--- src/qtr_ram.sv ---
// Generic simple dual-port RAM with one write port and a registered read port.
// No dependencies.
`default_nettype none

module qtr_ram #(
    parameter int WIDTH = 8,
    parameter int DEPTH = 16
) (
    input  wire logic                     i_clk,
    input  wire logic                     i_we,
    input  wire logic [$clog2(DEPTH)-1:0] i_waddr,
    input  wire logic [WIDTH-1:0]         i_wdata,
    input  wire logic                     i_re,
    input  wire logic [$clog2(DEPTH)-1:0] i_raddr,
    output logic      [WIDTH-1:0]         o_rdata
);
    logic [WIDTH-1:0] r_mem [DEPTH];

    always_ff @(posedge i_clk) begin
        if (i_we) begin
            r_mem[i_waddr] <= i_wdata;
        end
        if (i_re) begin
            o_rdata <= r_mem[i_raddr];
        end
    end
endmodule

`default_nettype wire

--- config.mk ---
export PLATFORM = sky130hd
export DESIGN_NAME = qtr_ram
export DESIGN_NICKNAME = d
export VERILOG_FILES = /design/src/qtr_ram.sv
export SDC_FILE = /design/constraint.sdc
export NUM_CORES = 1
export LEC_CHECK = 0
export ABC_AREA = 1
export BUFFER_PORTS_ARGS = -buffer_cell sky130_fd_sc_hd__buf_2
export CORE_MARGIN = 10
export CORE_UTILIZATION = 32
export DETAILED_ROUTE_END_ITERATION = 6
export SLEW_MARGIN = 20
export SYNTH_ARGS = -nofsm -noshare
export SYNTH_HDL_FRONTEND = slang
export SYNTH_SLANG_ARGS = --single-unit
--- constraint.sdc ---
create_clock -name i_clk -period 1.2 [get_ports i_clk]
set_input_delay 0.06 -clock i_clk [delete_from_list [all_inputs] [get_ports i_clk]]
set_output_delay 0.06 -clock i_clk [all_outputs]
set_load 0.02 [all_outputs]
==> results_dict.tcl, run 1 <==
set metrics [dict create \
    layout_common_cells "nand2_1 (173), edfxtp_1 (136), inv_1 (100), nand3_1 (96), buf_2 (26)" \
    power_density_mw_per_mm2 1519 \
    wl_met1_um 6307 \
    drv_cap 0 \
    row_count 49 \
    drv_slew 0 \
    die-area_mm2 0.02408 \
    clk_pin_slew_ps 50 \
    worstSkewPairLatency_ps 410 \
    cts_hold_buf 0 \
    setup.worst_path.end_class "flip-flop" \
    grt_pass1_vias 3776 \
    drt-vias-per-instance 4.594 \
    initial_core_util 0.3255 \
    drt_wl_total_um 13350 \
    hpwl_um 8756 \
    yosysTopAreaCell "edfxtp_1" \
    areaGrowthSynthToFinish_pct 16.69 \
    regToRegStartpoint "r_mem[5][5]$_DFFE_PP_" \
    synth.cell_area_mm2 0.005847 \
    antenna_found_initial 0 \
    status "finished, final reports clean" \
    cts.sinks 136 \
    tightest_slew_ps 598.9 \
    nNetsFinal 616 \
    remaining_drc_errors 0 \
    ys_seq_area_frac 0.6985 \
    crit_path_max_fanout 1 \
    numPortBuffers 26 \
    vias 3854 \
    startpoint_type "flip-flop" \
    hold_class "in2reg" \
    grtUsageTotal 0.1128 \
    dr_wl_met2_um 6160 \
    root_buffer "clkbuf_16" \
    cts_max_path_buffers 2 \
    crit_required_ps 1360 \
    slew_headroom 0.6002 \
    highest_layer "met4" \
    grt_pass1_wl_um 20960 \
    globalRoute.totalOverflow 0 \
    holdWs_ps 24.89 \
    wl_met3_um 713 \
    core-area_mm2 0.01796 \
    skew_ps 4.513 \
    dr.pass1.iters 5 \
    antenna_cells 0 \
    place_congestion 0.8482 \
    avgSynthCellArea_um2 10.61 \
    vdd_drop_max_v 0.0009911 \
    leakagePower_nw 2.913 \
    startpoint "r_mem[5][5]$_DFFE_PP_" \
    numCtsBuffers 17 \
    synthTopCellsByArea "edfxtp_1 (70%), nand2_1 (11%), nand3_1 (8.3%)" \
    synth.top_cell.area_share 0.6985 \
    drt_iter0_drc 316 \
    mostFrequentLayoutCell "nand2_1" \
    die_w_um 155.2 \
    syn_nets 570 \
    final_antenna_net_count 0 \
    fmax_mhz 905.6 \
    grt_max_degree 65 \
    wire_per_inst_um 15.91 \
    netlist-cell-type-count 11 \
    ys_seq_elements 136 \
    hp-start "i_re" \
    cts_tree "yes" \
    setup_violations 0 \
    setup_tns_ps 0 \
    worstPathArrival_ps 1270 \
    die_h_um 155.2 \
    syn_inst 551 \
    yosys_warnings 0 \
    drive_gt1_frac 0.1180 \
    rsz0062_at_grt "no" \
    timing.final.crit_share 0.9202 \
    htreeDepth 4 \
    fin_crit_ps 1104 \
    hold_viol 0 \
    critPathKind "reg2reg" \
    ios 27 \
]
[flip-flops by register name, summed over array words and instances (netlist names)]
signal and cells:
r_mem 128, o_rdata 8
[routing by layer]
| layer | up-vias | global-route usage |
|---|---|---|
| met1 | 1864 | 0.1508 |
| met3 | 10 | 0.03253 |
| li1 | 1872 | - |
| met4 | 0 | 0.03832 |
| met2 | 108 | 0.1714 |
| met5 | - | 0 |
[through the flow]
step                instances    util  total power, mW  instance area [um2]  setup slack, ps
finish                    839  0.3798            10.36                 6823            95.72
floorplan                 551       -            5.880                 5847            189.2
detailed placement        807  0.3527            6.169                 6335           -103.4
global placement          807  0.3527            6.160                 6335           -103.6
global route              839  0.3798            10.75                 6823            3.103
CTS                       839  0.3795            10.42                 6818            81.46
[path summary, 6_finish.rpt]
check,to,slack [ps],cells after the start
setup / recovery,o_rdata[5]$_DFFE_PP_,100,6
hold reg to reg,o_rdata[7]$_DFFE_PP_,740,6
setup reg to reg,o_rdata[5]$_DFFE_PP_,100,6
hold / removal,o_rdata[2]$_DFFE_PP_,20,1
[where the power goes]
part | internal (mW) | leakage (nW) | switching (mW)
combinational | 0.208 | 1.44 | 0.475
sequential | 5.36 | 1.24 | 0.0316
clock | 2.58 | 0.233 | 1.71
[kinds of logic after synthesis]
logic type    after synthesis  synth area share
simple gates              289            0.2076
flops                     136            0.6985
buf+inv                   126           0.09394
[timing repair]
item,CTS,global route
setup endpoints to repair,0,1
buffers inserted,0,0
resized for setup,0,1
[synthesized netlist by cell type]
cell type	n
inv_2	2
edfxtp_1	136
nor2_1	17
buf_6	6
buf_2	13
nand2_1	173
buf_4	4
inv_1	100
nand3b_1	2
buf_1	1
nand3_1	97
[area by class of cell]
class / instances / area (um2)
Fill cell: 1736 / 11140
Inverter: 102 / 382.9
Timing Repair Buffer: 51 / 367.9
Tap cell: 229 / 286.5
Multi-Input combinational cell: 289 / 1219
Sequential cell: 136 / 4084
Clock inverter: 8 / 31.28
Clock buffer: 24 / 451.7
[worst max-delay path: stages, from the launching register on]
cell      delay [ps]
edfxtp_1         370
inv_1             70
nand2_1           40
nand3_1           90
nand3_1          120
nand3_1          110
nand2_1           50
(Power assumes the default switching activity.)
==> run 2: changes to the inputs <==
--- a/config.mk
+++ b/config.mk
@@ -10,6 +10,7 @@
 export CORE_MARGIN = 10
 export CORE_UTILIZATION = 32
 export DETAILED_ROUTE_END_ITERATION = 6
+export RECOVER_POWER = 100
 export SLEW_MARGIN = 20
 export SYNTH_ARGS = -nofsm -noshare
 export SYNTH_HDL_FRONTEND = slang
==> results_dict.tcl, run 2 (synthesized netlist as in run 1, its figures left out) <==
set metrics [dict create \
    status "finished, final reports clean" \
    instances_no_fill 839 \
    cpMaxStageDelayCell "edfxtp_1" \
    drt-vias-per-instance 4.595 \
    rsz0062_at_grt "no" \
    p_comb_frac 0.064 \
    drv_cap 0 \
    regToRegStartpoint "r_mem[5][5]$_DFFE_PP_" \
    rrSetupSlack_ps 100 \
    cts_tree "yes" \
    startpoint_type "flip-flop" \
    antenna_cells 0 \
    row_count 49 \
    antenna_found_initial 0 \
    worstSkewPairLatency_ps 410 \
    final_antenna_net_count 0 \
    htreeDepth 4 \
    tightest_slew_ps 860.1 \
    placed_area_mm2 0.006335 \
    grtUsageTotal 0.1128 \
    clk_pin_slew_ps 50 \
    layout_common_cells "nand2_1 (173), edfxtp_1 (136), inv_1 (100), nand3_1 (96), clkbuf_1 (39)" \
    fin_crit_ps 1105 \
    worst-path-buf-inv 1 \
    ios 27 \
    cts.sinks 136 \
    intPower_mw 8.130 \
    grt_max_degree 65 \
    crit_path_max_fanout 1 \
    die_w_um 155.2 \
    vdd_drop_max_v 0.0009925 \
    largest_reg_flops 128 \
    nNetsFinal 616 \
    fmax_mhz 905.1 \
    min_to "o_rdata[2]$_DFFE_PP_" \
    place_congestion 0.8482 \
    vias 3855 \
    top_regs "r_mem x128, o_rdata x8" \
    numCtsBuffers 17 \
    max_stage_delay_ps 380 \
    p_switching_mw 2.222 \
    crit_required_ps 1360 \
    critPathKind "reg2reg" \
    rr_endpoint "o_rdata[5]$_DFFE_PP_" \
    mostFrequentLayoutCell "nand2_1" \
    rr_worst_depth 6 \
    die_h_um 155.2 \
    worstHoldPathCells 1 \
    drt_wl_total_um 13370 \
    die-area_mm2 0.02408 \
    critPathMostFrequentCell "nand3_1" \
    drive_gt1_frac 0.06557 \
    grt_pass1_vias 3776 \
    clockPowerShare 0.415 \
    setup.worst_path.end_class "flip-flop" \
    placedCellCount 807 \
    core-area_mm2 0.01796 \
    setup_violations 0 \
    leakagePower_nw 2.801 \
    timing.final.crit_share 0.9207 \
    areaGrowthSynthToFinish_pct 15.32 \
    hold_class "in2reg" \
    drt_iter0_drc 334 \
    numPortBuffers 26 \
    hpwl_um 8756 \
    postCtsSetupRepairBufs 0 \
    top_register "r_mem" \
    drv_slew 0 \
    hold_viol 0 \
    remaining_drc_errors 0 \
    seqPwrFrac 0.521 \
    slew_headroom 0.4266 \
    power_density_mw_per_mm2 1535 \
    grt_pass1_wl_um 20960 \
    final_area_mm2 0.006743 \
    dr.pass1.iters 5 \
    path_delay_family "simple AND/OR/NAND/NOR gates" \
    wire_per_inst_um 15.93 \
    hp-start "i_re" \
    cts_max_path_buffers 2 \
    globalRoute.totalOverflow 0 \
    worstPathArrival_ps 1270 \
    skew_ps 4.452 \
    root_buffer "clkbuf_16" \
    path_cells "inv_1, nand2_1, nand3_1, nand3_1, nand3_1, nand2_1" \
    switching_share 0.2146 \
    initial_core_util 0.3255 \
]
-- run 2: changes by cell type in the layout (fill, tap and decap cells not counted) --
cell	delta
clkbuf_2	+4
buf_2	-20
clkbuf_1	+32
buf_4	-16
-- run 2: per-stage QoR --
stage / util / hold slack [ps] / power (mW) / setup WS, ps / TNS [ps]
2_1_floorplan: - / 158.9 / 5.880 / 189.2 / 0
3_3_place_gp: 0.3527 / 435.4 / 6.160 / -103.6 / -136.5
3_5_place_dp: 0.3527 / 438.8 / 6.169 / -103.4 / -194.3
4_1_cts: 0.3795 / 13.20 / 10.42 / 81.46 / 0
5_1_grt: 0.3754 / 156.4 / 10.74 / 3.103 / 0
6_report: 0.3754 / 136.5 / 10.35 / 95.14 / 0
-- run 2: layout make-up --
class                   count  area [um2]
well taps                 229       286.5
flip-flops and latches    136        4084
clock inverters             8       31.28
fillers                  1749       11220
clock buffers              24       451.7
inverters                 102       382.9
multi-input cells         289        1219
repair buffers             51       287.8
-- run 2: worst max-delay path by stage --
| stage | from | endpoint | slack, ps | depth (start not counted) |
|---|---|---|---|---|
| 6_report | r_mem[5][5]$_DFFE_PP_ | o_rdata[5]$_DFFE_PP_ | 100 | 6 |
| 3_5_place_dp | i_raddr[1] | o_rdata[2]$_DFFE_PP_ | -100 | 6 |
| 4_1_cts | r_mem[5][5]$_DFFE_PP_ | o_rdata[5]$_DFFE_PP_ | 80 | 6 |
| 5_1_grt | r_mem[5][5]$_DFFE_PP_ | o_rdata[5]$_DFFE_PP_ | 3 | 6 |
| 2_1_floorplan | i_waddr[2] | r_mem[10][0]$_DFFE_PP_ | 190 | 2 |
| 3_3_place_gp | i_raddr[1] | o_rdata[2]$_DFFE_PP_ | -100 | 6 |
-- run 2: routing by layer --
| metal | global-route usage | vias up | part of all wire |
|---|---|---|---|
| li1 | - | 1871 | - |
| met1 | 0.1508 | 1852 | 0.47 |
| met2 | 0.1714 | 118 | 0.46 |
| met3 | 0.03253 | 14 | 0.058 |
| met4 | 0.03832 | 0 | 0.015 |
| met5 | 0 | - | 0 |
-- run 2: repair_timing --
| item | in CTS | in global routing |
|---|---|---|
| endpoints found under the setup margin | 0 | 1 |
| resized for setup | 0 | 1 |
| hold buffers | 0 | 0 |
-- run 2: power groups by stage --
stage	sequential, mW	combinational, mW	clock, mW
after floorplan	5.50	0.375	0
after global placement	5.48	0.677	0
after detailed placement	5.48	0.685	0
after CTS	5.39	0.689	4.34
after global routing	5.40	0.750	4.59
final	5.39	0.663	4.30
==> run 3: changes to the inputs <==
--- a/config.mk
+++ b/config.mk
@@ -10,6 +10,7 @@
 export CORE_MARGIN = 10
 export CORE_UTILIZATION = 32
 export DETAILED_ROUTE_END_ITERATION = 6
+export PLACE_DENSITY = 0.45
 export RECOVER_POWER = 100
 export SLEW_MARGIN = 20
 export SYNTH_ARGS = -nofsm -noshare
==> results_dict.tcl, run 3 (synthesized netlist as in run 1, its figures left out) <==
set metrics [dict create \
    p_switching_mw 2.462 \
    crit_path_max_fanout 1 \
    critPathMostFrequentCell "nand3_1" \
    top_register "r_mem" \
    setup.worst_path.end_class "flip-flop" \
    setup_violations 0 \
    wire_per_inst_um 17.67 \
    areaGrowthSynthToFinish_pct 18.60 \
    grt_max_degree 41 \
    drt-vias-per-instance 4.565 \
    die_h_um 155.2 \
    dr.pass1.iters 5 \
    timing.final.crit_share 0.9389 \
    cts_max_path_buffers 2 \
    critPathKind "reg2reg" \
    hp-start "i_raddr[3]" \
    tightest_slew_ps 1042 \
    final_antenna_net_count 0 \
    drt_wl_total_um 14950 \
    worst-path-buf-inv 1 \
    clk_pin_slew_ps 60 \
    rr_worst_depth 6 \
    postCtsSetupRepairBufs 0 \
    rrSetupSlack_ps 70 \
    htreeDepth 4 \
    root_buffer "clkbuf_16" \
    path_delay_family "simple AND/OR/NAND/NOR gates" \
    p_comb_frac 0.064 \
    numCtsBuffers 17 \
    mostFrequentLayoutCell "nand2_1" \
    antenna_cells 0 \
    n_fill_cell 1815 \
    slew_headroom 0.3056 \
    grt_pass1_vias 3707 \
    worstSkewPairLatency_ps 420 \
    vias 3862 \
    drv_cap 0 \
    path_cells "inv_1, nand2_1, nand3_1, nand3_1, nand3_1, nand2_1" \
    regToRegStartpoint "r_mem[1][0]$_DFFE_PP_" \
    grt_pass1_wl_um 22650 \
    startpoint "r_mem[1][0]$_DFFE_PP_" \
    fin_crit_ps 1127 \
    core-area_mm2 0.01796 \
    status "finished, final reports clean" \
    cts.sinks 136 \
    vdd_drop_max_v 0.001022 \
    antenna_found_initial 0 \
    crit_required_ps 1370 \
    cp.depth 6 \
    clockPowerShare 0.457 \
    worstPathArrival_ps 1290 \
    switching_share 0.2188 \
    fmax_mhz 887.5 \
    hpwl_um 9691 \
    layout_common_cells "nand2_1 (172), edfxtp_1 (136), inv_1 (100), nand3_1 (92), clkbuf_1 (33)" \
    die-area_mm2 0.02408 \
    ios 27 \
    hold_class "in2reg" \
    largest_reg_flops 128 \
    cpMaxStageDelayCell "edfxtp_1" \
    worstHoldPathCells 4 \
    die_w_um 155.2 \
    power_density_mw_per_mm2 1623 \
    intPower_mw 8.792 \
    seqPwrFrac 0.479 \
    initial_core_util 0.3255 \
    nNetsFinal 623 \
    drt_iter0_drc 290 \
    startpoint_type "flip-flop" \
    remaining_drc_errors 0 \
    utilization 0.3860 \
    leakagePower_nw 2.889 \
    grtUsageTotal 0.1270 \
    place_congestion 0.7834 \
    hold_viol 0 \
    final_area_mm2 0.006934 \
    top_regs "r_mem x128, o_rdata x8" \
    skew_ps 5.609 \
    row_count 49 \
    drive_gt1_frac 0.09887 \
    numPortBuffers 26 \
    globalRoute.totalOverflow 0 \
    drv_slew 0 \
    max_stage_delay_ps 360 \
    rsz0062_at_grt "yes" \
    placed_area_mm2 0.006392 \
    cts_tree "yes" \
]
-- run 3: worst paths after layout --
check,endpoint
max reg2reg,o_rdata[0]$_DFFE_PP_
min,o_rdata[1]$_DFFE_PP_
max,o_rdata[0]$_DFFE_PP_
min reg2reg,o_rdata[7]$_DFFE_PP_
-- run 3: routing by layer --
| layer | GRT usage | share of wire | vias up |
|---|---|---|---|
| met2 | 0.1913 | 0.45 | 91 |
| met3 | 0.03557 | 0.051 | 16 |
| met5 | 0 | 0 | - |
| met1 | 0.1734 | 0.48 | 1867 |
| li1 | - | - | 1888 |
| met4 | 0.03922 | 0.013 | 0 |
-- run 3: metrics by stage --
stage,hold WS (ps),cells,power (mW),worst slack [ps],setup TNS [ps]
4_1_cts,4.394,845,11.36,37.85,0
5_1_grt,222.5,846,11.65,-3.124,-3.124
3_3_place_gp,434.4,813,6.227,-57.45,-200.1
3_5_place_dp,443.4,813,6.230,-54.68,-197.8
6_report,193.5,846,11.25,73.27,0
2_1_floorplan,158.9,551,5.880,189.2,0
-- run 3: power groups by stage --
stage / Clock [mW] / Sequential (mW) / Combinational, mW
2_1_floorplan: 0 / 5.50 / 0.375
3_3_place_gp: 0 / 5.48 / 0.746
3_5_place_dp: 0 / 5.48 / 0.749
4_1_cts: 5.22 / 5.38 / 0.752
5_1_grt: 5.44 / 5.39 / 0.813
6_report: 5.14 / 5.39 / 0.725
-- run 3: worst reg2reg max path: stages, from the launching register on --
cell and delay, ps:
edfxtp_1 360, inv_1 60, nand2_1 40, nand3_1 70, nand3_1 150, nand3_1 110, nand2_1 70
-- run 3: repair_timing --
action / 4_1_cts / 5_1_grt
gates resized for setup: 0 / 6
hold buffers: 0 / 1
endpoints found under the setup margin: 0 / 4
endpoints found under the hold margin: 0 / 7
-- run 3: layout make-up --
type | instances | area (um2) | share of cell area
sequential | 136 | 4084 | 0.5890
multi-input combinational | 289 | 1241 | 0.1790
clock buffer | 17 | 425.4 | 0.06135
inverter | 102 | 382.9 | 0.05521
timing repair buffer | 58 | 354.1 | 0.05106
tap | 229 | 286.5 | 0.04132
clock inverter | 15 | 160.2 | 0.02310
