### config.mk
export PLATFORM = sky130hd
export DESIGN_NAME = qtr_engine_flat
export DESIGN_NICKNAME = d
export VERILOG_FILES = /design/src/qtr_pkg.sv /design/src/qtr_if.sv /design/src/qtr_engine.sv /design/src/flat_wrapper.sv
export SDC_FILE = /design/constraint.sdc
export NUM_CORES = 1
export LEC_CHECK = 0
export ABC_CLOCK_PERIOD_IN_PS = 5300
export BUFFER_PORTS_ARGS = -buffer_cell sky130_fd_sc_hd__buf_4
export CORE_UTILIZATION = 30
export CTS_CLUSTER_DIAMETER = 120
export CTS_CLUSTER_SIZE = 20
export DETAILED_ROUTE_END_ITERATION = 10
export PLACE_DENSITY = 0.59
export SLEW_MARGIN = 0
export SYNTH_ARGS = -nofsm -noshare
export SYNTH_HDL_FRONTEND = slang
export SYNTH_SLANG_ARGS = --single-unit
### constraint.sdc
create_clock -name i_clk -period 5.3 [get_ports i_clk]
set_input_delay 0.265 -clock i_clk [delete_from_list [all_inputs] [get_ports i_clk]]
set_output_delay 0.265 -clock i_clk [all_outputs]
set_load 0.02 [all_outputs]
### src/qtr_pkg.sv
// Package for the quadtree raster fill block: item kinds, register map,
// reset values and the cursor command struct. No dependencies.
`default_nettype none

package qtr_pkg;

    localparam int GRID_SIDE_DEF = 128;

    localparam int KIND_W  = 2;
    localparam int DIGIT_W = 2;
    localparam int PIX_W   = 7;
    localparam int CFG_W   = 8;

    localparam int APB_AW = 3;
    localparam int APB_DW = 32;

    localparam logic [CFG_W-1:0] CFG_RESET = 8'd128;

    localparam logic CFG_IDX_ROWS = 1'b0;
    localparam logic CFG_IDX_COLS = 1'b1;

    typedef enum logic [KIND_W-1:0] {
        KIND_DIGIT = 2'd0,
        KIND_FILL  = 2'd1,
        KIND_READ  = 2'd2,
        KIND_CLEAR = 2'd3
    } t_kind;

    typedef struct packed {
        logic               step;
        logic [DIGIT_W-1:0] digit;
        logic               restart;
    } t_cur_cmd;

endpackage

`default_nettype wire

### src/qtr_if.sv
// Handshake interfaces for the request and response channels.
// Depends on qtr_pkg for field widths.
`default_nettype none

interface qtr_in_if
    import qtr_pkg::*;
();
    logic               valid;
    logic               ready;
    logic [KIND_W-1:0]  kind;
    logic [DIGIT_W-1:0] digit;
    logic [PIX_W-1:0]   pixel_row;
    logic [PIX_W-1:0]   pixel_col;

    modport source (output valid, kind, digit, pixel_row, pixel_col, input ready);
    modport sink (input valid, kind, digit, pixel_row, pixel_col, output ready);
endinterface

interface qtr_out_if;
    logic valid;
    logic ready;
    logic pixel;

    modport source (output valid, pixel, input ready);
    modport sink (input valid, pixel, output ready);
endinterface

`default_nettype wire

### src/qtr_engine.sv
// Sequencer that runs each transaction: cursor steps, row-by-row block fill
// through the bitmap RAM, pixel reads and clears. Depends on qtr_pkg, qtr_if.
`default_nettype none

module qtr_engine
    import qtr_pkg::*;
#(
    parameter int GRID_SIDE = GRID_SIDE_DEF,
    localparam int SIDE_W  = $clog2(GRID_SIDE + 1),
    localparam int COORD_W = $clog2(GRID_SIDE)
) (
    input  wire logic                 i_clk,
    input  wire logic                 i_rst_n,
    qtr_in_if.sink                    i_req,
    qtr_out_if.source                 o_rsp,
    input  wire logic [COORD_W-1:0]   i_cur_row,
    input  wire logic [COORD_W-1:0]   i_cur_col,
    input  wire logic [SIDE_W-1:0]    i_bsize,
    output t_cur_cmd                  o_cmd,
    output logic                      o_we,
    output logic      [COORD_W-1:0]   o_waddr,
    output logic      [GRID_SIDE-1:0] o_wdata,
    output logic                      o_re,
    output logic      [COORD_W-1:0]   o_raddr,
    input  wire logic [GRID_SIDE-1:0] i_rdata
);
    typedef enum logic [2:0] {
        S_IDLE = 3'b001,
        S_FILL = 3'b010,
        S_READ = 3'b100
    } t_state;

    t_state             r_state, n_state;
    logic [GRID_SIDE-1:0] r_row_valid, n_row_valid;
    logic [GRID_SIDE-1:0] r_mask, n_mask, w_mask;
    logic [COORD_W-1:0] r_row, n_row, r_wrow, n_wrow, r_rcol, n_rcol;
    logic [SIDE_W-1:0]  r_left, n_left;
    logic [SIDE_W:0]    w_end;
    logic               r_wpend, n_wpend, r_wvalid, n_wvalid;
    logic               r_out_valid, n_out_valid, r_pixel, n_pixel;
    logic               r_rin, n_rin, r_rvalid, n_rvalid;
    logic               w_take, w_take_clear, w_in_range;
    t_kind              w_kind;

    assign i_req.ready  = (r_state == S_IDLE);
    assign w_take       = i_req.valid & i_req.ready;
    assign w_kind       = t_kind'(i_req.kind);
    assign w_take_clear = w_take && (w_kind == KIND_CLEAR);
    assign w_in_range   = (32'(i_req.pixel_row) < GRID_SIDE) &&
                          (32'(i_req.pixel_col) < GRID_SIDE);
    assign w_end        = (SIDE_W + 1)'(i_cur_col) + (SIDE_W + 1)'(i_bsize);

    always_comb begin
        for (int i = 0; i < GRID_SIDE; i++) begin
            w_mask[i] = ((SIDE_W + 1)'(i) >= (SIDE_W + 1)'(i_cur_col)) &&
                        ((SIDE_W + 1)'(i) < w_end);
        end
    end

    always_comb begin
        n_state     = r_state;
        n_row_valid = r_row_valid;
        n_mask      = r_mask;
        n_row       = r_row;
        n_left      = r_left;
        n_wpend     = 1'b0;
        n_wrow      = r_wrow;
        n_wvalid    = r_wvalid;
        n_rcol      = r_rcol;
        n_rin       = r_rin;
        n_rvalid    = r_rvalid;
        n_pixel     = r_pixel;
        n_out_valid = r_out_valid & ~o_rsp.ready;
        o_cmd       = '0;
        o_we        = 1'b0;
        o_waddr     = r_wrow;
        o_wdata     = (r_wvalid ? i_rdata : '0) | r_mask;
        o_re        = 1'b0;
        o_raddr     = r_row;
        unique case (r_state)
            S_IDLE: begin
                if (w_take) begin
                    unique case (w_kind)
                        KIND_DIGIT: begin
                            o_cmd.step  = 1'b1;
                            o_cmd.digit = i_req.digit;
                        end
                        KIND_FILL: begin
                            n_row         = i_cur_row;
                            n_left        = i_bsize;
                            n_mask        = w_mask;
                            o_cmd.restart = 1'b1;
                            n_state       = S_FILL;
                        end
                        KIND_READ: begin
                            o_re     = 1'b1;
                            o_raddr  = COORD_W'(i_req.pixel_row);
                            n_rin    = w_in_range;
                            n_rvalid = r_row_valid[COORD_W'(i_req.pixel_row)];
                            n_rcol   = COORD_W'(i_req.pixel_col);
                            n_state  = S_READ;
                        end
                        KIND_CLEAR: begin
                            n_row_valid = '0;
                        end
                        default: begin
                        end
                    endcase
                end
            end
            S_FILL: begin
                if (r_left != '0) begin
                    o_re     = 1'b1;
                    n_row    = r_row + COORD_W'(1);
                    n_left   = r_left - SIDE_W'(1);
                    n_wpend  = 1'b1;
                    n_wrow   = r_row;
                    n_wvalid = r_row_valid[r_row];
                end else begin
                    n_state = S_IDLE;
                end
                if (r_wpend) begin
                    o_we                = 1'b1;
                    n_row_valid[r_wrow] = 1'b1;
                end
            end
            S_READ: begin
                if (!r_out_valid || o_rsp.ready) begin
                    n_out_valid = 1'b1;
                    n_pixel     = r_rin & r_rvalid & i_rdata[r_rcol];
                    n_state     = S_IDLE;
                end
            end
            default: begin
                n_state = S_IDLE;
            end
        endcase
    end

    always_ff @(posedge i_clk) begin
        if (!i_rst_n) begin
            r_state     <= S_IDLE;
            r_row_valid <= '0;
            r_wpend     <= 1'b0;
            r_left      <= '0;
            r_out_valid <= 1'b0;
        end else begin
            r_state     <= n_state;
            r_row_valid <= n_row_valid;
            r_wpend     <= n_wpend;
            r_left      <= n_left;
            r_out_valid <= n_out_valid;
        end
    end

    always_ff @(posedge i_clk) begin
        r_mask   <= n_mask;
        r_row    <= n_row;
        r_wrow   <= n_wrow;
        r_wvalid <= n_wvalid;
        r_rcol   <= n_rcol;
        r_rin    <= n_rin;
        r_rvalid <= n_rvalid;
        r_pixel  <= n_pixel;
    end

    assign o_rsp.valid = r_out_valid;
    assign o_rsp.pixel = r_pixel;

    a_rsp_from_read: assert property (@(posedge i_clk) disable iff (!i_rst_n)
        $rose(r_out_valid) |-> $past(r_state == S_READ))
        else $error("response raised outside a read");

    a_fill_progress: assert property (@(posedge i_clk) disable iff (!i_rst_n)
        (r_state == S_FILL) |-> (r_left != '0 || r_wpend))
        else $error("fill sequencer stalled with no work");

    a_clear_done: assert property (@(posedge i_clk) disable iff (!i_rst_n)
        w_take_clear |=> (r_row_valid == '0))
        else $error("bitmap not cleared after clear transaction");
endmodule

`default_nettype wire

### src/flat_wrapper.sv
// flat-port wrapper written by rule: the top's interface ports become plain ports
module qtr_engine_flat import qtr_pkg::*;
#(
    parameter int GRID_SIDE = GRID_SIDE_DEF,
    localparam int SIDE_W  = $clog2(GRID_SIDE + 1),
    localparam int COORD_W = $clog2(GRID_SIDE)
)
  (i_clk, i_rst_n, i_cur_row, i_cur_col, i_bsize, o_cmd, o_we, o_waddr, o_wdata, o_re, o_raddr, i_rdata, i_req_valid, i_req_kind, i_req_digit, i_req_pixel_row, i_req_pixel_col, i_req_ready, o_rsp_valid, o_rsp_pixel, o_rsp_ready);
  qtr_in_if i_req_i ();
  qtr_out_if o_rsp_i ();
  input  wire logic i_clk;
  input  wire logic i_rst_n;
  input  wire logic [COORD_W-1:0] i_cur_row;
  input  wire logic [COORD_W-1:0] i_cur_col;
  input  wire logic [SIDE_W-1:0] i_bsize;
  output t_cur_cmd o_cmd;
  output logic o_we;
  output logic      [COORD_W-1:0] o_waddr;
  output logic      [GRID_SIDE-1:0] o_wdata;
  output logic o_re;
  output logic      [COORD_W-1:0] o_raddr;
  input  wire logic [GRID_SIDE-1:0] i_rdata;
  input wire logic [$bits(i_req_i.valid)-1:0] i_req_valid;
  input wire logic [$bits(i_req_i.kind)-1:0] i_req_kind;
  input wire logic [$bits(i_req_i.digit)-1:0] i_req_digit;
  input wire logic [$bits(i_req_i.pixel_row)-1:0] i_req_pixel_row;
  input wire logic [$bits(i_req_i.pixel_col)-1:0] i_req_pixel_col;
  output wire logic [$bits(i_req_i.ready)-1:0] i_req_ready;
  output wire logic [$bits(o_rsp_i.valid)-1:0] o_rsp_valid;
  output wire logic [$bits(o_rsp_i.pixel)-1:0] o_rsp_pixel;
  input wire logic [$bits(o_rsp_i.ready)-1:0] o_rsp_ready;
  assign i_req_i.valid = i_req_valid;
  assign i_req_i.kind = i_req_kind;
  assign i_req_i.digit = i_req_digit;
  assign i_req_i.pixel_row = i_req_pixel_row;
  assign i_req_i.pixel_col = i_req_pixel_col;
  assign i_req_ready = i_req_i.ready;
  assign o_rsp_valid = o_rsp_i.valid;
  assign o_rsp_pixel = o_rsp_i.pixel;
  assign o_rsp_i.ready = o_rsp_ready;
  qtr_engine #(.GRID_SIDE(GRID_SIDE)) u_core (.i_clk(i_clk), .i_rst_n(i_rst_n), .i_req(i_req_i), .o_rsp(o_rsp_i), .i_cur_row(i_cur_row), .i_cur_col(i_cur_col), .i_bsize(i_bsize), .o_cmd(o_cmd), .o_we(o_we), .o_waddr(o_waddr), .o_wdata(o_wdata), .o_re(o_re), .o_raddr(o_raddr), .i_rdata(i_rdata));
endmodule
==> results of run 1 <==
==> kinds of logic (layout without fill, tap and decap cells) <==
group / count (synthesis) / in the layout / share of synthesized area (%)
adder cells (fa/ha/maj): 15 / 15 / 1.17
AND/OR/NAND/NOR: 441 / 441 / 11.9
flip-flops: 293 / 293 / 44.3
buffers and inverters: 163 / 411 / 4.19
AO/OA/AOI/OAI: 555 / 555 / 21.4
XOR/XNOR: 11 / 11 / 0.578
multiplexers: 130 / 130 / 16.4
other: 0 / 1 / 0
==> power by group through the flow <==
stage	sequential, mW	clock, mW	combinational (mW)
2_1_floorplan	2.53	0	0.675
3_3_place_gp	2.56	0	1.13
3_5_place_dp	2.56	0	1.14
4_1_cts	2.51	1.49	1.15
5_1_grt	2.51	1.56	1.24
6_report	2.51	1.47	1.18
==> critical path: stages, from the launching register on <==
cell and delay [ps]:
edfxtp_1 1040, buf_4 290, mux4_2 570, mux4_2 550
mux2i_1 160, nor3b_1 70, or4_1 500
==> timing repair <==
| item | in CTS | in global routing |
|---|---|---|
| hold endpoints to repair | 15 | 0 |
| endpoints found under the setup margin | 0 | 0 |
| hold buffers | 15 | 0 |
==> flip-flops by register name, summed over array words and instances, names as in the netlist, 3 cells and up <==
| signal | count |
|---|---|
| u_core.r_row | 7 |
| u_core.o_waddr | 7 |
| u_core.r_left | 8 |
| u_core.r_row_valid | 128 |
| u_core.r_state | 3 |
| u_core.r_rcol | 7 |
| u_core.r_mask | 128 |
==> per-layer routing <==
layer | track usage [%] | share of wire (%) | vias to the layer above
met4 | 5.63 | 2.4 | 0
met3 | 4.26 | 10 | 95
met5 | 0 | 0 | -
met1 | 32.1 | 42 | 7430
li1 | - | - | 6551
met2 | 35.4 | 45 | 966
==> layout make-up <==
cell class	instances	area (sq um)	share of cell area [%]
multi-input combinational	1152	8650	42.4
sequential	293	7390	36.3
timing repair buffer	365	2820	13.8
tap	748	936	4.59
clock buffer	23	490	2.41
inverter	21	78.8	0.387
clock inverter	2	21.3	0.104
antenna	1	2.50	0.0123
==> how the worst min path moves through the flow <==
stage | slack [ps] | cells past startpoint | end | startpoint
2_1_floorplan | 360 | 0 | u_core.r_rcol[0] | i_req_pixel_col[0]
3_3_place_gp | 450 | 1 | u_core.r_rcol[3] | i_req_pixel_col[3]
3_5_place_dp | 440 | 1 | u_core.r_rcol[1] | i_req_pixel_col[1]
4_1_cts | 7 | 3 | u_core.r_state[2] | i_req_valid
5_1_grt | 20 | 3 | u_core.r_state[2] | i_req_valid
6_report | 30 | 3 | u_core.r_state[2] | i_req_valid
==> metrics by stage <==
stage	setup WS, ps	power, mW
global placement	1540	3.69
detailed placement	1460	3.70
finish	1840	5.15
global route	1650	5.32
CTS	1780	5.15
floorplan	583	3.20
==> placed cells by master (no fill, tap or decap), types with 46 or more instances in the layout <==
cell type	count
buf_4	347
a21oi_1	227
nor2_1	200
edfxtp_1	152
a21o_1	146
dfxtp_1	141
mux4_2	114
nand2_1	109
a221oi_1	59
o21ai_0	46
==> parameters.txt, run 1 <==
Parameter                              Value

STA
  Number of pins exceeding their max-slew limit in the final report    0
  Count of endpoints failing setup in the final report    0
  Highest attainable clock frequency    between 0.2 and 0.3 GHz
  Period Utilization, post-route    approximately 65%
  Setup TNS    0 ps
  RSZ-0062 raised after global routing    no
  Min Hold Slack    29.2 ps
  Setup Skew    about 28 ps
  Relative slew margins    a little over an eighth
  Number of hold violations in the final report    0
  Final critical path time including I/O delays and setup    3460 ps
  Slew at the pin closest to its max-slew limit    between 1000 and 1500 ps

Synth
  Count of mapped cells out of synthesis    roughly 1600
  Flip-flop and latch count after synthesis    ~290
  Sequential element share of the synthesized area    44.3%
  Post-synthesis async set-or-reset flop share    0%
  Share of Yosys cell area claimed by the top area cell type    roughly 27%
  Most frequently used cell type in the post-synthesis netlist    a21oi_1
  Post-Syn Area    roughly 17000 sq um
  Count of different cell masters after synthesis    67
  Net count of the mapped netlist    about 1800
  Post-synth top area cell    edfxtp_1
  Total number of yosys warnings    0
  EDFF count, synth    152
  Biggest area contributors in the synthesized netlist    edfxtp_1, dfxtp_1, mux4_2
  Commonest cells post-synth    a21oi_1, nor2_1, edfxtp_1
  Most frequently used flop master after synthesis    edfxtp_1
  Synth Area per Inst    10.4 sq um

Cells and area
  Post-route standard cell area excluding fillers    20400 sq um
  Share of final-layout standard cells stronger than drive strength 1    between 20% and 30%
  Area Growth Syn to Fin    22.3%
  Layout fillers    approximately 5500
  Final Net Count    about 2000
  Utilization of the core after routing    a little under two fifths
  Final cell count without fillers    roughly 2600

Min path
  Worst min-delay path category    in2reg

CTS
  Total setup buffers inserted after CTS    0
  Clock tree from TritonCTS    yes
  Insertion delay of the later-clocked pin in the worst-skew pair    about 550 ps
  Longest Clk Path Bufs    3
  Clock tree root driver cell    clkbuf_16
  Clock slew at the register clock pins of the worst setup and hold paths    around 90 ps
  Quantity of gates resized following cts    0
  Number of H-tree levels    1
  Clock sink total    ~290
  CTS Buf Count    18

Setup path
  End point of the critical path    u_core.o_rsp.pixel
  Worst Path Class, Setup    reg2reg
  R2r setup slk    between 1500 and 2000 ps
  Worst EP required    5570 ps
  Depth of the most critical reg-to-reg path    6
  Beginning of the critical path    u_core.r_rcol[0]
  Crit Reg-Reg Endpoint    u_core.o_rsp.pixel
  WP data arrival    around 3700 ps
  Largest fanout on the critical path    16
  Kind of launch point of the worst setup path    flip-flop
  CP Capture Type    flip-flop
  Startpoint of the worst register-to-register path    u_core.r_rcol[0]

Power
  Internal power contribution    3.55 mW
  Register share of total power    roughly half
  Comb pwr share    22.8%
  Max VDD drop    around 0.17 mV
  Sw Ratio    a little under a third
  Power per Cell Area    between 200 and 300 nW/um^2
  P_sw    between 1.5 and 2 mW
  Clock power share    between 20 and 30%
  Leak Pwr    just under 8 nW

Die
  Die Area    between 50000 and 60000 sq um
  X dimension of the die    ~240 microns
  Number of ports placed on the die boundary    between 300 and 400
  Site Rows    86
  Floorplan Core Area    between 50000 and 60000 sq um
  Initial core utilization    a little under a third
  Die Height    238 microns

Route
  First-pass iteration count of the detailed router    8
  Via density per instance    between 5 and 6
  Final wirelength    about 66000 microns
  Routed len/inst    roughly 25 microns
  Vias    about 15000
  Iteration-0 DRC count of the detailed router    slightly below 2000
  Detailed-route DRC error count    0
  Final ANT Viol Nets    0

Flow run
  # Max-Cap Violations    0

Global route
  Global router's overall resource usage    between 20 and 25%
  Sum of overflow across all layers after global routing    0
  First-pass GRT wire length    about 96000 microns
  Via count of the first global-routing pass    between 10000 and 15000
  Pin count of the biggest net entering global routing    between 80 and 90
  Antenna violations before repair    2

Placement
  Buffers on Ports    roughly 320
  Total placed cells including tap cells    ~2600
  HPWL after detailed placement    between 40000 and 50000 microns
  Post-placement cell area    between 15000 and 20000 sq um
  Weighted congestion at the end of routability-driven global placement    ~0.97

Status
  Outcome    complete, no violations
(Power assumes the default switching activity.)
==> run 2: changes to the inputs <==
- ABC_CLOCK_PERIOD_IN_PS: 5300 -> 3480
- clock period: 5.3 -> 3.48 ns (I/O delays scaled with it)
==> run 2 against run 1 <==
Non-clock buffer count rose by 51; sequential cell count did not move; register-to-register slack got worse by 1400 ps; total power rose by 55%; sequential power rose by 52%; via count rose by 0.47%; critical path type is now reg2out; critical endpoint is now o_raddr[5]; largest power group unchanged; highest routed layer is now met5.
==> parameters.txt, run 2 (synthesis gave the netlist of run 1 again) <==
Parameter                              Value

Status
  Outcome    complete, no violations

Power
  Leak Pwr    8.15 nW (+3.5%)
  Comb pwr share    23.9% (+1.1 points)
  Power per Cell Area    384 nW/um^2 (+52%)
  P_sw    2.49 mW (+56%)
  Sw Ratio    31.2% (+0.080 points)
  Register share of total power    47.7% (-1.0 points)
  Internal power contribution    5.50 mW (+55%)
  Max VDD drop    0.307 mV (+83%)
  Clock power share    28.4% (about the same)

STA
  Final critical path time including I/O delays and setup    ~3000 ps
  Slew at the pin closest to its max-slew limit    1100 ps (-186 ps)
  Number of pins exceeding their max-slew limit in the final report    0 (unchanged)
  Min Hold Slack    16.8 ps (-12.3 ps)
  RSZ-0062 raised after global routing    no
  Period Utilization, post-route    87.2%
  Count of endpoints failing setup in the final report    0 (unchanged)
  Highest attainable clock frequency    ~0.33 GHz
  Number of hold violations in the final report    0 (unchanged)
  Setup Skew    25.4 ps (-2.47 ps)
  Setup TNS    0 ps (unchanged)
  Relative slew margins    25.9% (+13 points)

Cells and area
  Area Growth Syn to Fin    25.0%
  Commonest non-fill, non-tap cell in the layout    buf_4
  Commonest cells after routing, fill and taps aside    buf_4, a21oi_1, nor2_1, edfxtp_1, a21o_1
  Final Net Count    2090 (+2.6%)
  Share of final-layout standard cells stronger than drive strength 1    29.6% (+1.6 points)
  Largest registers    u_core.r_mask x128, u_core.r_row_valid x128, u_core.r_left x8

Die
  Floorplan Core Area    55000 sq um (unchanged)
  Site Rows    86 (unchanged)
  Initial core utilization    30.3% (unchanged)
  Number of ports placed on the die boundary    323 (unchanged)
  Die Height    238 microns (unchanged)
  Die Area    56500 sq um (unchanged)
  X dimension of the die    238 microns (unchanged)

Global route
  Via count of the first global-routing pass    14300 (+0.27%)
  Antenna violations before repair    4 (+2)
  Pin count of the biggest net entering global routing    72 (-13%)
  Sum of overflow across all layers after global routing    0 (unchanged)
  Global router's overall resource usage    22.9% (+0.25 points)
  First-pass GRT wire length    96700 microns (+0.86%)

CTS
  Longest Clk Path Bufs    3 (unchanged)
  Clock slew at the register clock pins of the worst setup and hold paths    80 ps (about the same)
  Count of hold buffers inserted by post-cts repair    19 (+4)
  Clock tree root driver cell    clkbuf_16
  CTS Buf Count    19 (+1)
  Clock sink total    293 (unchanged)
  Quantity of gates resized following cts    0 (unchanged)
  Insertion delay of the later-clocked pin in the worst-skew pair    560 ps (about the same)
  Total setup buffers inserted after CTS    0 (unchanged)
  Number of H-tree levels    1 (unchanged)
  Clock tree from TritonCTS    yes

Setup path
  Kind of launch point of the worst setup path    flip-flop
  Worst EP required    3310 ps (-2260 ps)
  WP data arrival    2860 ps (-870 ps)
  Worst Path Class, Setup    reg2out
  CP Capture Type    output pin
  Largest fanout on the critical path    11 (-5)

Placement
  Weighted congestion at the end of routability-driven global placement    0.979 (+0.71%)
  HPWL after detailed placement    49700 microns (+2.8%)
  Buffers on Ports    322 (unchanged)

Route
  Via density per instance    5.68 (-1.6%)
  Iteration-0 DRC count of the detailed router    1716 (-12%)
  Final wirelength    66600 microns (+0.94%)
  First-pass iteration count of the detailed router    6 (-2)
  Vias    15100 (+0.47%)
  Routed len/inst    25.1 microns (-1.1%)
  Detailed-route DRC error count    0 (unchanged)
  Final ANT Viol Nets    0 (unchanged)

Min path
  Worst min-delay path category    in2reg

Flow run
  # Max-Cap Violations    0 (unchanged)
[run 2: changes by cell type in the layout (fill, tap and decap cells not counted), sizes merged]
| cell | before | now |
|---|---|---|
| buf | 350 | 397 |
| dlygate4sd3 | 15 | 19 |
| inv | 21 | 23 |
| diode | 1 | 2 |
[run 2: routing by layer]
| metal | track usage [%] | routed length (microns) | vias up |
|---|---|---|---|
| met5 | 0 | 13 | - |
| met4 | 5.53 | 1440 | 2 |
| met3 | 5.38 | 6670 | 92 |
| met2 | 35.7 | 30100 | 826 |
| met1 | 32.0 | 28400 | 7533 |
| li1 | - | - | 6659 |
[run 2: final timing paths]
| check | startpoint | to | slack (ps) | cells after the start |
|---|---|---|---|---|
| worst max-delay path | u_core.r_state[0] | o_raddr[5] | 440 | 6 |
| worst min-delay path | i_bsize[0] | u_core.r_left[0] | 20 | 3 |
| worst max register to register | u_core.r_rcol[0] | u_core.o_rsp.pixel | 480 | 6 |
| worst min register to register | u_core.r_row_valid[29] | u_core.r_row_valid[29] | 500 | 2 |
[run 2: power groups by stage]
stage                     Clock, mW  Combinational (mW)  Sequential [mW]
after floorplan                   0                1.03             3.85
after global placement            0                1.85             3.89
after detailed placement          0                1.85             3.89
after CTS                      2.31                1.87             3.81
after global routing           2.43                2.02             3.82
final                          2.27                1.91             3.81
[run 2: through the flow]
stage / worst slack [ps] / std cells / instance area [sq um] / utilization (%) / power, mW
after floorplan: 288 / 1608 / 16700 / - / 4.88
after global placement: 481 / 2611 / 20100 / 36.6 / 5.74
after CTS: 428 / 2657 / 20800 / 37.9 / 8.00
after global routing: 356 / 2659 / 20800 / 37.9 / 8.27
after detailed placement: 389 / 2611 / 20100 / 36.6 / 5.74
final: 444 / 2659 / 20800 / 37.9 / 7.99
[run 2: final cells by class]
class | count | area, sq um
sequential | 293 | 7390
multi-input combinational | 1152 | 8630
clock buffer | 23 | 490
clock inverter | 4 | 45.0
antenna | 2 | 5.00
inverter | 21 | 78.8
fill | 5500 | 34200
tap | 748 | 936
timing repair buffer | 416 | 3260
[run 2: critical path: stages (launching register included)]
cell and delay (ps):
dfxtp_1 370, or3b_2 510, inv_1 140, and2_1 200, nand2_1 420, o21ai_0 460, buf_4 210
